[src/rtl/leib_pkg.sv]
// Shared constants, types and index helpers for the line edit input buffer.
// No dependencies; the buffer and the testbench import this package.
package leib_pkg;

  // Ring geometry. Indices count modulo twice the ring depth.
  localparam int RING_DEPTH = 128;
  localparam int ADDR_W     = (RING_DEPTH > 1) ? $clog2(RING_DEPTH) : 1;
  localparam int IDX_MOD    = 2 * RING_DEPTH;
  localparam int IDX_W      = $clog2(IDX_MOD);

  // Item operation codes.
  localparam logic OP_RX   = 1'b0;
  localparam logic OP_READ = 1'b1;

  // Echo kinds.
  localparam logic [1:0] ECHO_NONE  = 2'd0;
  localparam logic [1:0] ECHO_BYTE  = 2'd1;
  localparam logic [1:0] ECHO_ERASE = 2'd2;

  // Read status codes.
  localparam logic [2:0] RD_NONE  = 3'd0;
  localparam logic [2:0] RD_EMPTY = 3'd1;
  localparam logic [2:0] RD_BYTE  = 3'd2;
  localparam logic [2:0] RD_EOL   = 3'd3;
  localparam logic [2:0] RD_EOF   = 3'd4;

  // Character codes.
  localparam logic [7:0] CH_NUL    = 8'h00;
  localparam logic [7:0] CH_CTRL_D = 8'h04;
  localparam logic [7:0] CH_CTRL_H = 8'h08;
  localparam logic [7:0] CH_LF     = 8'h0a;
  localparam logic [7:0] CH_CR     = 8'h0d;
  localparam logic [7:0] CH_CTRL_P = 8'h10;
  localparam logic [7:0] CH_CTRL_T = 8'h14;
  localparam logic [7:0] CH_CTRL_U = 8'h15;
  localparam logic [7:0] CH_DEL    = 8'h7f;

  typedef logic [IDX_W-1:0]  idx_t;
  typedef logic [ADDR_W-1:0] addr_t;

  // One result item.
  typedef struct packed {
    logic [1:0] echo_kind;
    logic [7:0] echo_byte;
    logic [7:0] erase_count;
    logic       line_committed;
    logic [2:0] read_status;
    logic [7:0] read_byte;
  } result_t;

  // Next index, wrapping at twice the ring depth.
  function automatic idx_t idx_inc(idx_t a);
    idx_t r;
    if (a == IDX_W'(IDX_MOD - 1)) r = '0;
    else r = a + idx_t'(1);
    return r;
  endfunction

  // Previous index, wrapping at twice the ring depth.
  function automatic idx_t idx_dec(idx_t a);
    idx_t r;
    if (a == '0) r = IDX_W'(IDX_MOD - 1);
    else r = a - idx_t'(1);
    return r;
  endfunction

  // Distance from b up to a, in the index space.
  function automatic idx_t idx_diff(idx_t a, idx_t b);
    logic [IDX_W:0] d;
    d = {1'b0, a} - {1'b0, b};
    if (d[IDX_W]) d = d + (IDX_W+1)'(IDX_MOD);
    return d[IDX_W-1:0];
  endfunction

  // Ring address of an index.
  function automatic addr_t idx_addr(idx_t a);
    idx_t r;
    if (a >= IDX_W'(RING_DEPTH)) r = a - IDX_W'(RING_DEPTH);
    else r = a;
    return r[ADDR_W-1:0];
  endfunction

endpackage

[src/rtl/leib_req_if.sv]
// Input channel of the line edit input buffer: valid/ready plus one item.
// Depends on nothing.
interface leib_req_if;
  logic       valid;
  logic       ready;
  logic       op;
  logic [7:0] rx_char;
  logic       read_starts;

  modport source (output valid, output op, output rx_char, output read_starts,
                  input ready);
  modport sink (input valid, input op, input rx_char, input read_starts,
                output ready);
endinterface

[src/rtl/leib_rsp_if.sv]
// Result channel of the line edit input buffer: valid/ready plus one item.
// Depends on nothing.
interface leib_rsp_if;
  logic       valid;
  logic       ready;
  logic [1:0] echo_kind;
  logic [7:0] echo_byte;
  logic [7:0] erase_count;
  logic       line_committed;
  logic [2:0] read_status;
  logic [7:0] read_byte;

  modport source (output valid, output echo_kind, output echo_byte, output erase_count,
                  output line_committed, output read_status, output read_byte,
                  input ready);
  modport sink (input valid, input echo_kind, input echo_byte, input erase_count,
                input line_committed, input read_status, input read_byte,
                output ready);
endinterface

[src/rtl/line_edit_input_buffer.sv]
// Line edit input buffer: ring of received characters with read, commit and edit indices.
// Depends on leib_pkg, leib_req_if and leib_rsp_if.
//
// Timing: a received character's result item follows in the cycle after it is accepted;
// a read request's result passes the ring read data register, then the output register.
// Throughput: one character per cycle while results are taken; a read request holds off
// new items until the single synchronous ring memory has returned its registered byte.
// Reset: rst clears all three indices and the control state; the ring contents are
// left as they are and only committed entries are ever read.
module line_edit_input_buffer (
  input  logic     clk,
  input  logic     rst,
  leib_req_if.sink   req,
  leib_rsp_if.source rsp
);
  import leib_pkg::*;

  localparam logic ST_IDLE = 1'b0;
  localparam logic ST_READ = 1'b1;

  logic    state;
  idx_t    read_index;
  idx_t    commit_index;
  idx_t    edit_index;
  logic    starts_q;
  logic    out_valid;
  result_t out_data;

  logic [7:0] line_ring [RING_DEPTH];
  logic [7:0] rd_data;
  logic       wr_en;
  addr_t      wr_addr;
  logic [7:0] wr_byte;
  logic       rd_en;

  logic    accept;
  logic    out_free;
  result_t rx_result;
  result_t rd_result;
  idx_t    edit_index_next;
  idx_t    commit_index_next;
  idx_t    read_index_next;
  idx_t    pending;
  logic    ring_has_room;
  logic [7:0] stored;
  idx_t    edit_inc;

  // Handshake: one item at a time, and only with room in the output register.
  assign out_free  = !out_valid || rsp.ready;
  assign req.ready = (state == ST_IDLE) && out_free;
  assign accept    = req.valid && req.ready;

  // Character path: edit the line and decide the echo.
  assign pending       = idx_diff(edit_index, commit_index);
  assign ring_has_room = idx_diff(edit_index, read_index) < IDX_W'(RING_DEPTH);
  assign stored        = (req.rx_char == CH_CR) ? CH_LF : req.rx_char;
  assign edit_inc      = idx_inc(edit_index);

  always_comb begin
    rx_result         = '0;
    edit_index_next   = edit_index;
    commit_index_next = commit_index;
    wr_en             = 1'b0;
    wr_addr           = idx_addr(edit_index);
    wr_byte           = stored;
    if (accept && req.op == OP_RX) begin
      case (req.rx_char)
        CH_CTRL_P, CH_CTRL_T, CH_NUL: begin
        end
        CH_CTRL_U: begin
          if (pending != '0) begin
            edit_index_next       = commit_index;
            rx_result.echo_kind   = ECHO_ERASE;
            if ({1'b0, pending} > (IDX_W+1)'(255)) rx_result.erase_count = 8'd255;
            else rx_result.erase_count = 8'((IDX_W+1)'(pending));
          end
        end
        CH_CTRL_H, CH_DEL: begin
          if (pending != '0) begin
            edit_index_next       = idx_dec(edit_index);
            rx_result.echo_kind   = ECHO_ERASE;
            rx_result.erase_count = 8'd1;
          end
        end
        default: begin
          if (ring_has_room) begin
            wr_en                 = 1'b1;
            edit_index_next       = edit_inc;
            rx_result.echo_kind   = ECHO_BYTE;
            rx_result.echo_byte   = stored;
            if (stored == CH_LF || stored == CH_CTRL_D ||
                idx_diff(edit_inc, read_index) == IDX_W'(RING_DEPTH)) begin
              commit_index_next        = edit_inc;
              rx_result.line_committed = 1'b1;
            end
          end
        end
      endcase
    end
  end

  // Read path: the ring byte is registered when the request is taken.
  assign rd_en = accept && req.op == OP_READ;

  always_comb begin
    rd_result       = '0;
    read_index_next = read_index;
    if (state == ST_READ) begin
      if (read_index == commit_index) begin
        rd_result.read_status = RD_EMPTY;
      end else if (rd_data == CH_CTRL_D) begin
        if (starts_q) read_index_next = idx_inc(read_index);
        rd_result.read_status = RD_EOF;
      end else begin
        read_index_next       = idx_inc(read_index);
        rd_result.read_byte   = rd_data;
        rd_result.read_status = (rd_data == CH_LF) ? RD_EOL : RD_BYTE;
      end
    end
  end

  // Ring memory: one write port, one registered read port.
  always_ff @(posedge clk) begin
    if (wr_en) line_ring[wr_addr] <= wr_byte;
    if (rd_en) rd_data <= line_ring[idx_addr(read_index)];
  end

  // Control state and indices.
  always_ff @(posedge clk) begin
    if (rst) begin
      state        <= ST_IDLE;
      read_index   <= '0;
      commit_index <= '0;
      edit_index   <= '0;
      out_valid    <= 1'b0;
    end else begin
      read_index   <= read_index_next;
      commit_index <= commit_index_next;
      edit_index   <= edit_index_next;
      if (rd_en) state <= ST_READ;
      else if (state == ST_READ) state <= ST_IDLE;
      if ((accept && req.op == OP_RX) || state == ST_READ) out_valid <= 1'b1;
      else if (rsp.ready) out_valid <= 1'b0;
    end
  end

  // Output register payload and the read call flag.
  always_ff @(posedge clk) begin
    if (rd_en) starts_q <= req.read_starts;
    if (accept && req.op == OP_RX) out_data <= rx_result;
    else if (state == ST_READ) out_data <= rd_result;
  end

  assign rsp.valid          = out_valid;
  assign rsp.echo_kind      = out_data.echo_kind;
  assign rsp.echo_byte      = out_data.echo_byte;
  assign rsp.erase_count    = out_data.erase_count;
  assign rsp.line_committed = out_data.line_committed;
  assign rsp.read_status    = out_data.read_status;
  assign rsp.read_byte      = out_data.read_byte;

  // The output register is always empty while a read waits on the ring.
  a_read_slot_free: assert property (@(posedge clk) disable iff (rst)
    state == ST_READ |-> !out_valid) else $error("output busy during ring read");

  // A taken read request moves to the ring read state next cycle.
  a_read_follows: assert property (@(posedge clk) disable iff (rst)
    rd_en |=> state == ST_READ) else $error("read request lost");

  // The ring never holds more than its depth.
  a_ring_bound: assert property (@(posedge clk) disable iff (rst)
    idx_diff(edit_index, read_index) <= IDX_W'(RING_DEPTH))
    else $error("ring overfilled");

  // Committed bytes never run past the edited ones.
  a_commit_order: assert property (@(posedge clk) disable iff (rst)
    idx_diff(commit_index, read_index) <= idx_diff(edit_index, read_index))
    else $error("commit index beyond edit index");

  // The ring is only written on a received character.
  a_write_on_rx: assert property (@(posedge clk) disable iff (rst)
    wr_en |-> (accept && req.op == OP_RX && rsp.valid == out_valid))
    else $error("stray ring write");

endmodule

[src/flat_wrapper.sv]
// flat-port wrapper written by rule: the top's interface ports become plain ports
module line_edit_input_buffer_flat import leib_pkg::*;
  (clk, rst, req_valid, req_op, req_rx_char, req_read_starts, req_ready, rsp_valid, rsp_echo_kind, rsp_echo_byte, rsp_erase_count, rsp_line_committed, rsp_read_status, rsp_read_byte, rsp_ready);
  leib_req_if req_i ();
  leib_rsp_if rsp_i ();
  input  logic clk;
  input  logic rst;
  input wire logic [$bits(req_i.valid)-1:0] req_valid;
  input wire logic [$bits(req_i.op)-1:0] req_op;
  input wire logic [$bits(req_i.rx_char)-1:0] req_rx_char;
  input wire logic [$bits(req_i.read_starts)-1:0] req_read_starts;
  output wire logic [$bits(req_i.ready)-1:0] req_ready;
  output wire logic [$bits(rsp_i.valid)-1:0] rsp_valid;
  output wire logic [$bits(rsp_i.echo_kind)-1:0] rsp_echo_kind;
  output wire logic [$bits(rsp_i.echo_byte)-1:0] rsp_echo_byte;
  output wire logic [$bits(rsp_i.erase_count)-1:0] rsp_erase_count;
  output wire logic [$bits(rsp_i.line_committed)-1:0] rsp_line_committed;
  output wire logic [$bits(rsp_i.read_status)-1:0] rsp_read_status;
  output wire logic [$bits(rsp_i.read_byte)-1:0] rsp_read_byte;
  input wire logic [$bits(rsp_i.ready)-1:0] rsp_ready;
  assign req_i.valid = req_valid;
  assign req_i.op = req_op;
  assign req_i.rx_char = req_rx_char;
  assign req_i.read_starts = req_read_starts;
  assign req_ready = req_i.ready;
  assign rsp_valid = rsp_i.valid;
  assign rsp_echo_kind = rsp_i.echo_kind;
  assign rsp_echo_byte = rsp_i.echo_byte;
  assign rsp_erase_count = rsp_i.erase_count;
  assign rsp_line_committed = rsp_i.line_committed;
  assign rsp_read_status = rsp_i.read_status;
  assign rsp_read_byte = rsp_i.read_byte;
  assign rsp_i.ready = rsp_ready;
  line_edit_input_buffer u_core (.clk(clk), .rst(rst), .req(req_i), .rsp(rsp_i));
endmodule
[config.mk]
export PLATFORM = sky130hd
export DESIGN_NAME = line_edit_input_buffer_flat
export DESIGN_NICKNAME = d
export VERILOG_FILES = /design/src/rtl/leib_pkg.sv /design/src/rtl/leib_req_if.sv /design/src/rtl/leib_rsp_if.sv /design/src/rtl/line_edit_input_buffer.sv /design/src/flat_wrapper.sv
export SDC_FILE = /design/constraint.sdc
export NUM_CORES = 1
export LEC_CHECK = 0
export BUFFER_PORTS_ARGS = -buffer_cell sky130_fd_sc_hd__buf_2
export CORE_AREA = 2 2 243 293
export CTS_CLUSTER_SIZE = 30
export DETAILED_ROUTE_END_ITERATION = 6
export DIE_AREA = 0 0 245 295
export HOLD_SLACK_MARGIN = 0.02
export PLACE_DENSITY = 0.84
export SLEW_MARGIN = 10
export SYNTH_ARGS = -nofsm -noshare
export SYNTH_HDL_FRONTEND = slang
export SYNTH_SLANG_ARGS = --single-unit
[constraint.sdc]
create_clock -name clk -period 6.9 [get_ports clk]
set_clock_uncertainty 0.05 [all_clocks]
set_input_delay 0.69 -clock clk [delete_from_list [all_inputs] [get_ports clk]]
set_output_delay 0.69 -clock clk [all_outputs]
set_load 0.1 [all_outputs]
## Yosys cells after proc, flatten, opt, wreduce, memory -nomap -nowiden

Memory sizes are Yosys's and may differ from the RTL's. A register that Yosys moved wholly into a read port is not among the register bits.
Cells that the tools add are included.

| word-level totals | value |
|---|---|
| register bits after elaboration | 57 |
| output and inout port bits | 32 |
| memories kept | 1 |
| bits of input ports | 14 |
| bits in writable memories | 1024 |
| word-level logic and storage cells | 115 |

| operators by class | value |
|---|---|
| reduce and logical (&&, ||, !) cells | 22 |
| multiplexer cells | 44 |
| bitwise logic cells | 5 |
| magnitude comparators | 3 |
| add/subtract/negate cells | 11 |
| eq/ne operators | 17 |

Memories:

| memory | words | width | read ports | clocked after Yosys merged registers in | wr ports | line | source |
|---|---|---|---|---|---|---|---|
| u_core.line_ring | 128 | 8 | 1 | 1 | 1 | line_edit_input_buffer.sv:29 | `logic [7:0] line_ring [RING_DEPTH];` |

Operator list:

| operator | number |
|---|---|
| $mux 8 | 19 |
| $mux 30 | 2 |
| $add 8x1->8 const B | 5 |
| $eq 8x4->1 const B | 4 |
| $sub 8x8->9 | 3 |
| $eq 8x5->1 const B | 3 |
| $eq 8x8->1 const B | 3 |
| $pmux 8 s3 | 1 |
| $mux 7 | 3 |
| $eq 8x3->1 const B | 2 |
| $ge 8x8->1 const B | 2 |
| $logic_not 8->1 | 2 |
| $pmux 8 s2 | 1 |
| $sub 7x1->7 const B | 2 |
| $mux 1 | 13 |
| $mux 9 | 1 |
| $eq 8x7->1 const B | 1 |
| $eq 8x8->1 | 1 |
| $lt 8x8->1 const B | 1 |
| $reduce_bool 8->1 | 1 |
| $sub 8x1->8 const B | 1 |
| $mux 3 | 2 |
| $ne 2x1->1 const B | 3 |
| $reduce_or 3->1 | 2 |
| 13 further kinds | 24 |

## Depth between registers and ports, before layout

Gate-level depths: netlist of run 1.

| depth | value |
|---|---|
| depth after elaboration | 14 |
| depth in mapped cells | 17 |
| gate-level depth less buffers | 12 |

## Worst setup path before layout of run 1

No wires, ideal clock.

| path | value |
|---|---|
| path kind | input port to flip-flop |
| start point | input port req_rx_char[0] |
| end point | memory u_core.line_ring[0][0] (data pin) |
| required time | 6015 ps |
| path slack | 1764 ps |
| arrival time | 4251 ps |
| buffers on the path | 0 |
| library setup time | 835 ps |
| stages on the path | 3 |
| path through | and4b_1 -> and2_1 -> nor2b_1 |

| on the way | value |
|---|---|
| word-level cells in the longest chain between the ends | 2 |

RTL lines:

| item | line | source |
|---|---|---|
| start: declaration | flat_wrapper.sv:10 | `input wire logic [$bits(req_i.rx_char)-1:0] req_rx_char;` |
| $eq 8x4->1 | line_edit_input_buffer.sv:56 | `assign stored = (req.rx_char == CH_CR) ? CH_LF : req.rx_char;` |
| $mux 8 (*) | line_edit_input_buffer.sv:56 |  |
| net u_core.stored[0] | line_edit_input_buffer.sv:45 | `logic [7:0] stored;` |
| end: declaration | line_edit_input_buffer.sv:29 |  |

The timed path passes the listed nets; every way through them passes the cells marked *.

## Final worst setup path of run 1

| path | value |
|---|---|
| start point | register u_core.read_index[4] |
| end point | memory u_core.line_ring[102][2] (enable) |

| on the way | value |
|---|---|
| word-level cells in the longest chain between the ends | 9 |

RTL lines:

| item | line | source |
|---|---|---|
| start: declaration | line_edit_input_buffer.sv:22 | `idx_t read_index;` |
| start signal: assignment | line_edit_input_buffer.sv:137 | `read_index <= read_index_next;` |
| $sub 8x8->9 (*) | leib_pkg.sv:70 | `d = {1'b0, a} - {1'b0, b};` |
| $add 8x1->8 | leib_pkg.sv:71 | `if (d[IDX_W]) d = d + (IDX_W+1)'(IDX_MOD);` |
| $mux 8 (*) | leib_pkg.sv:71 |  |
| $lt 8x8->1 (*) | line_edit_input_buffer.sv:55 | `assign ring_has_room = idx_diff(edit_index, read_index) < IDX_W'(RING_DEPTH);` |
| $mux 1 (*) | line_edit_input_buffer.sv:86 | `if (ring_has_room) begin` |
| $mux 1 (*) | line_edit_input_buffer.sv:67 | `case (req.rx_char)` |
| $mux 1 (*) | line_edit_input_buffer.sv:66 | `if (accept && req.op == OP_RX) begin` |
| $mux 1 (*) | line_edit_input_buffer.sv:124 | `if (wr_en) line_ring[wr_addr] <= wr_byte;` |
| $mux 1 (not written as such) (*) | line_edit_input_buffer.sv:124 |  |

Every way passes the cells marked *; elsewhere a longest branch is shown, timed or not.

==> summary.md, run 1 <==
| Metric | Value |
|---|---|
| Final WL | `117000 um` |
| H-tree level count | `3` |
| WP data required | `7.14 ns` |
| Die area | `72300 um^2` |
| First-pass GRT wire length | `169000 um` |
| TritonCTS clock tree | `done` |
| Clock Tree Root | `clkbuf_16` |
| Critical path launch point type | `register` |
| Routed Antenna Nets | `0` |
| Clk sinks | `1089` |
| All-Layer GR Usage | `0.331` |
| Routed len/inst | `36.7 um` |
| GPL Wtd Cong | `0.947` |
| TritonCTS Buffers | `95` |
| DP HPWL | `63400 um` |
| Final Hold Fails | `0` |
| Area Overhead vs Synth | `10.1%` |
| # nets final | `2235` |
| Pre-Repair DR Iteration Count | `7` |
| CTS Buffer Depth | `3` |
| Setup TNS | `0 ns` |
| Leak pwr | `0.0147 uW` |
| Syn nets | `2183` |
| Worst path slowest cell | `dfxtp_1` |
| Run status | `finished with violations` |
| Resize count post-CTS | `0` |
| Max Fclk | `174 MHz` |
| Worst ir drop on vdd | `0.278 mV` |
| Mapped Area | `43500 um^2` |
| Final setup margin | `1.16 ns` |
| Vias in the first global route | `23700` |
| Vias per Instance | `7.43` |
| Die Ht | `295 um` |
| # hold bufs at CTS | `0` |
| Reg clk slew, reported paths | `0.07 ns` |
| Worst skew pair latency | `0.68 ns` |
| CP Class | `register to register` |
| Critical Path, Cell by Cell | `inv_2 -> ha_1 -> a2111oi_0 -> a21oi_1 -> xnor2_1 -> and2_1 -> nand4_1 -> buf_4 -> nor2_1` |
| Syn. warnings | `0` |
| Worst min-delay path class | `input pin to register` |
| Crit-path max FO | `21` |
| Synth Flop Type | `edfxtp_1` |
| Pre-CTS setup slack | `1.63 ns` |
| CP max stage delay | `0.83 ns` |
| Number of flops mapped to enable cells by yosys | `1052` |
| Post-synthesis instance total | `2143` |
| Post-synth ARST share | `0` |
| Worst slew margin | `0.181` |
| Worst-margin pin slew | `1.23 ns` |
| Failing checks | `design-rule violations` |
| I/O Buffers | `45` |
| Largest net degree at the start of global routing | `152` |
| # IOs | `46` |
| Max-cap violation count | `0` |
| Worst path arrival time | `5.99 ns` |
| Crit. End Element | `register` |
| Power per cell area | `282 nW/um^2` |
| Fin crit period | `5.74 ns` |
| Share of layout cells above drive strength 1 | `0.243` |
| Core Box Area | `69400 um^2` |
| Post-CTS setup buffer count | `0` |
| RSZ-0062 raised after global routing | `no` |
| Initial Utilization | `0.628` |
| Netlist cell types | `78` |
| Max-slew violation count | `0` |
| Post-synthesis sequential area ratio | `0.743` |
| DRT iter0 DRCs | `4028` |
| Post-Syn Area per Cell | `20.3 um^2` |
| Initial antenna violation count | `7` |
| Cell row count | `106` |
| Number of remaining DRC errors | `2` |
| Grt total ovfl | `0` |
| # setup viols final | `0` |
| Die width | `245 um` |
| Synth Register Bits | `1089` |
| Via count | `23700` |
| Fin crit share | `0.833` |
==> metrics by stage <==
| stage | total power [uW] | cell area [um^2] | hold slack [ns] | util | instances |
|---|---|---|---|---|---|
| 6_report | 13500 | 47900 | 0.151 | 0.691 | 3196 |
| 5_1_grt | 13700 | 47900 | 0.153 | 0.691 | 3195 |
| 4_1_cts | 13500 | 47900 | 0.141 | 0.691 | 3195 |
| 3_5_place_dp | 7940 | 44600 | 0.424 | 0.644 | 3016 |
| 3_3_place_gp | 7930 | 44600 | 0.385 | 0.644 | 3016 |
| 2_1_floorplan | 7780 | 43500 | 0.402 | - | 2143 |
==> cells by family (layout without fill, tap and decap cells) <==
| family | after synthesis | after routing | synth area share |
|---|---|---|---|
| flip-flops | 1089 | 1089 | 0.743 |
| AND/OR/NAND/NOR | 376 | 376 | 0.0400 |
| multiplexers | 318 | 318 | 0.162 |
| AO/OA/AOI/OAI | 159 | 159 | 0.0265 |
| buffers and inverters | 149 | 283 | 0.0159 |
| adder cells (fa/ha/maj) | 26 | 26 | 0.00764 |
| XOR/XNOR | 26 | 26 | 0.00555 |
| other | 0 | 1 | 0 |
==> area by class of cell <==
class / instances / area [um^2]
tap: 918 / 1150
antenna: 1 / 2.50
fill: 3681 / 21400
multi-input combinational: 905 / 10500
clock buffer: 112 / 2520
clock inverter: 67 / 761
sequential: 1089 / 32300
inverter: 30 / 114
timing repair buffer: 74 / 493
==> cell usage after synthesis, types with 19 or more instances <==
cell / n / share of area
nor2_1: 185 / 0.016
inv_1: 25 / 0.0022
mux4_2: 309 / 0.16
nand3_1: 19 / 0.0022
a21oi_1: 29 / 0.0033
dfxtp_1: 37 / 0.017
nor3_1: 27 / 0.0031
ha_1: 25 / 0.0072
clkbuf_1: 40 / 0.0034
o21ai_0: 22 / 0.0025
buf_2: 51 / 0.0059
nand2_1: 60 / 0.0052
a22oi_1: 22 / 0.0038
edfxtp_1: 1052 / 0.73
==> power breakdown <==
part	internal, uW	switching [uW]	total (uW)
logic	125	404	528
registers	7270	29.9	7300
clock network	3200	2490	5690
total	10600	2920	13500
==> layer usage <==
layer	GRT usage	vias up	wire, um
met5	0	-	69
met4	0.189	10	8130
met3	0.0857	529	14600
met2	0.528	2247	56300
met1	0.420	12000	38100
li1	-	8976	-
==> layout by cell type, fill, tap and decap left out, types with 5 or more instances in the layout <==
master         n
o2111ai_1      5
and2_1         6
a221oi_1       6
nor4_1         5
nand2_1       60
bufinv_16     15
edfxtp_1    1052
nor3_1        27
clkinv_2      16
xnor2_1       12
a22oi_1       22
mux2i_1        6
buf_4         31
clkbuf_1      12
clkinvlp_4     6
o21a_1         6
nand3_1       19
mux4_2       309
xor2_1        13
clkbuf_16     98
ha_1          25
nor2_1       185
nor3b_1        7
a22o_1        10
and3_1        13
a211oi_1       9
inv_1         25
nor2b_1        6
dfxtp_1       34
o21ai_0       22
clkinv_1      25
buf_2         40
a21oi_1       29
nand4_1       17
a2111oi_0      8
nand2b_1       5
==> critical path, delay by kind of cell (launching register included) <==
family                   cells  cell delay [ns]
buffers and inverters        2             0.98
AND/OR/NAND/NOR              3             1.63
flip-flops                   1             0.83
adder cells (fa/ha/maj)      1             0.49
XOR/XNOR                     1             0.65
AO/OA/AOI/OAI                2             0.68
==> state kept, by name, indices dropped and copies added (netlist names), 2 cells and up <==
register,cells
u_core.line_ring,1024
u_core.commit_index,8
u_core.edit_index,8
u_core.rd_data,8
u_core.read_index,8
u_core.rsp.echo_byte,8
u_core.rsp.erase_count,8
u_core.rsp.read_byte,8
u_core.rsp.read_status,3
u_core.rsp.echo_kind,2
==> final timing paths <==
check	startpoint	endpoint	slack (ns)	cells past startpoint
hold / removal	req_read_starts	u_core.starts_q	0.15	1
setup / recovery	u_core.read_index[4]	u_core.line_ring[102][2]	1.16	9
setup reg to reg	u_core.read_index[4]	u_core.line_ring[102][2]	1.16	9
hold reg to reg	u_core.rsp.read_byte[2]	u_core.rsp.read_byte[2]	0.44	1
(Power assumes the default switching activity.)
==> run 2, diff against run 1 <==
--- a/config.mk
+++ b/config.mk
@@ -6,12 +6,12 @@
 export NUM_CORES = 1
 export LEC_CHECK = 0
 export BUFFER_PORTS_ARGS = -buffer_cell sky130_fd_sc_hd__buf_2
-export CORE_AREA = 2 2 243 293
+export CORE_AREA = 2 2 256 308
 export CTS_CLUSTER_SIZE = 30
 export DETAILED_ROUTE_END_ITERATION = 6
-export DIE_AREA = 0 0 245 295
+export DIE_AREA = 0 0 258 310
 export HOLD_SLACK_MARGIN = 0.02
-export PLACE_DENSITY = 0.84
+export PLACE_DENSITY = 0.8
 export SLEW_MARGIN = 10
 export SYNTH_ARGS = -nofsm -noshare
 export SYNTH_HDL_FRONTEND = slang
==> constraint.sdc (replaced) <==
create_clock -name clk -period 5.1 [get_ports clk]
set_clock_uncertainty 0.05 [all_clocks]
set_input_delay 0.51 -clock clk [delete_from_list [all_inputs] [get_ports clk]]
set_output_delay 0.51 -clock clk [all_outputs]
set_load 0.1 [all_outputs]
==> run 2 against run 1 <==
- the flow now finishes without violations
- routed wire length is 8.6% lower
- largest cell class unchanged
- clock-buffer cell count is 2 higher
- cell count is 3.6% higher
- cell area is 0.38% higher
- critical path type unchanged
- setup slack worse by 0.57 ns
- die area is 11% higher
- maximum frequency is 27% higher
- via count is 4.8% lower
- global-route usage is 5.8 points lower
- register-to-register slack worse by 0.57 ns
- critical path depth is 3 higher
- largest power group unchanged
==> summary.md, run 2 (synthesis gave the netlist of run 1 again) <==
| Metric | Value |
|---|---|
| Clock power frac | `0.415` |
| Initial antenna violation count | `0` |
| Initial Utilization | `0.564` |
| Cell Count Post-Placement | `3134` |
| Via count | `22600` |
| Reg clk slew, reported paths | `0.07 ns` |
| DP HPWL | `61000 um` |
| Max Fclk | `221 MHz` |
| Routed Antenna Nets | `0` |
| H-tree level count | `3` |
| Ant diodes | `0` |
| Combinational share of power | `0.039` |
| Max-cap violation count | `0` |
| Max reg flops | `1024` |
| Core Box Area | `77200 um^2` |
| Internal | `14300 uW` |
| Worst path slowest cell | `a2111oi_0` |
| GPL Wtd Cong | `0.921` |
| CTS Buffer Depth | `3` |
| Crit-path max FO | `12` |
| Worst min-delay path class | `input pin to register` |
| Die Ht | `310 um` |
| Final Core Density | `0.623` |
| Clock Tree Root | `clkbuf_16` |
| CP Class | `register to register` |
| Resize count post-CTS | `0` |
| Vias in the first global route | `22900` |
| Worst slew margin | `0.239` |
| Max-slew violation count | `0` |
| DRT iter0 DRCs | `3244` |
| Worst ir drop on vdd | `0.272 mV` |
| TritonCTS clock tree | `done` |
| Fin crit share | `0.885` |
| Leak pwr | `0.0147 uW` |
| Critical Path, Cell by Cell | `ha_1 -> nand4_1 -> o211ai_1 -> o21ai_0 -> ha_1 -> o21a_1 -> o31ai_1 -> a211o_1 -> a2111oi_0 -> o211ai_1 -> nor2_1 -> a211oi_1` |
| Post-CTS setup buffer count | `0` |
| I/O Buffers | `45` |
| Pwr Total | `18100 uW` |
| Psw | `3830 uW` |
| First-pass GRT wire length | `157000 um` |
| Routed len/inst | `32.4 um` |
| All-Layer GR Usage | `0.273` |
| Power per cell area | `376 nW/um^2` |
| Share of layout cells above drive strength 1 | `0.249` |
| Die width | `258 um` |
| Layout Cells excl Fill | `3310` |
| Sw frac | `0.212` |
| Setup TNS | `0 ns` |
| Area Overhead vs Synth | `10.5%` |
| # setup viols final | `0` |
| RSZ-0062 raised after global routing | `no` |
| CP Buf/Inv Count | `0` |
| Layout fillers | `4903` |
| Cell row count | `112` |
| Fin crit period | `4.52 ns` |
| CP top delay family | `compound AO/OA/AOI/OAI gates` |
| Number of remaining DRC errors | `0` |
| Hold Slack | `0.215 ns` |
| WP data required | `5.58 ns` |
| Final WL | `107000 um` |
| Most frequent cells in the layout | `1052 x edfxtp_1, 309 x mux4_2, 185 x nor2_1, 95 x clkbuf_16, 60 x nand2_1` |
| Reg with most FFs | `u_core.line_ring` |
| Final Hold Fails | `0` |
| # nets final | `2246` |
| Vias per Instance | `6.83` |
| Die area | `80000 um^2` |
| Pre-Repair DR Iteration Count | `6` |
| Worst-margin pin slew | `1.14 ns` |
| Commonest non-fill, non-tap cell in the layout | `edfxtp_1` |
| Clk sinks | `1089` |
| Grt total ovfl | `0` |
| # IOs | `46` |
| Worst skew pair latency | `0.67 ns` |
| Register share of total power | `0.546` |
| Largest net degree at the start of global routing | `149` |
| CP max stage delay | `0.88 ns` |
| Worst path arrival time | `5.00 ns` |
| Run status | `complete, no violations` |
| TritonCTS Buffers | `94` |
| Crit. End Element | `register` |
| Critical path launch point type | `register` |
[run 2: cell types whose count changed in the layout (fill, tap and decap cells not counted), moves of 2 or more]
cell | previous run | this run
clkinv_8 | 3 | 0
clkinv_2 | 16 | 22
clkinv_1 | 25 | 11
buf_12 | 3 | 5
buf_4 | 31 | 38
clkbuf_1 | 12 | 17
inv_6 | 2 | 5
clkbuf_16 | 98 | 95
[run 2: final timing paths]
check	slack (ns)	endpoint	cells past startpoint	from
setup / recovery	0.58	u_core.commit_index[7]	12	u_core.edit_index[0]
hold / removal	0.22	u_core.rsp.valid	4	rsp_ready
setup reg to reg	0.58	u_core.commit_index[7]	12	u_core.edit_index[0]
hold reg to reg	0.43	u_core.rsp.read_status[1]	1	u_core.rsp.read_status[1]
[run 2: layout make-up]
| type | instances | area [um^2] | share of cell area |
|---|---|---|---|
| inverters | 30 | 115 | 0.00239 |
| well taps | 1026 | 1280 | 0.0267 |
| clock buffers | 114 | 2470 | 0.0513 |
| clock inverters | 60 | 724 | 0.0151 |
| multi-input cells | 905 | 10500 | 0.219 |
| repair buffers | 86 | 634 | 0.0132 |
| flip-flops and latches | 1089 | 32300 | 0.672 |
[run 2: worst min-delay path: stages]
cell and delay, ns:
buf_2 0.10, inv_1 0.04, a21oi_1 0.11, a21oi_1 0.13
[run 2: power groups by stage]
stage | Sequential [uW] | Combinational (uW) | Clock [uW]
finish | 9880 | 705 | 7500
global route | 9880 | 750 | 7830
CTS | 9880 | 695 | 7530
detailed placement | 10100 | 689 | 0
global placement | 10100 | 668 | 0
floorplan | 10200 | 378 | 0
[run 2: metal layers]
metal  up-vias  GRT usage  wire length, um
li1       8979          -                -
met1     11600      0.350            36900
met2      1710      0.445            52800
met3       329     0.0639            11700
met4         0      0.135             5790
met5         -          0                0
[run 2: stage by stage]
stage                     worst slack, ns  area [um^2]
final                               0.584        48100
after global routing                0.197        48100
after CTS                           0.734        48100
after detailed placement            0.737        44900
after global placement              0.726        44900
after floorplan                     0.144        43500
[run 2: repair_timing]
item | in CTS | in global routing
endpoints found under the setup margin | 0 | 0
endpoints found under the hold margin | 1 | 0
hold buffers | 1 | 0
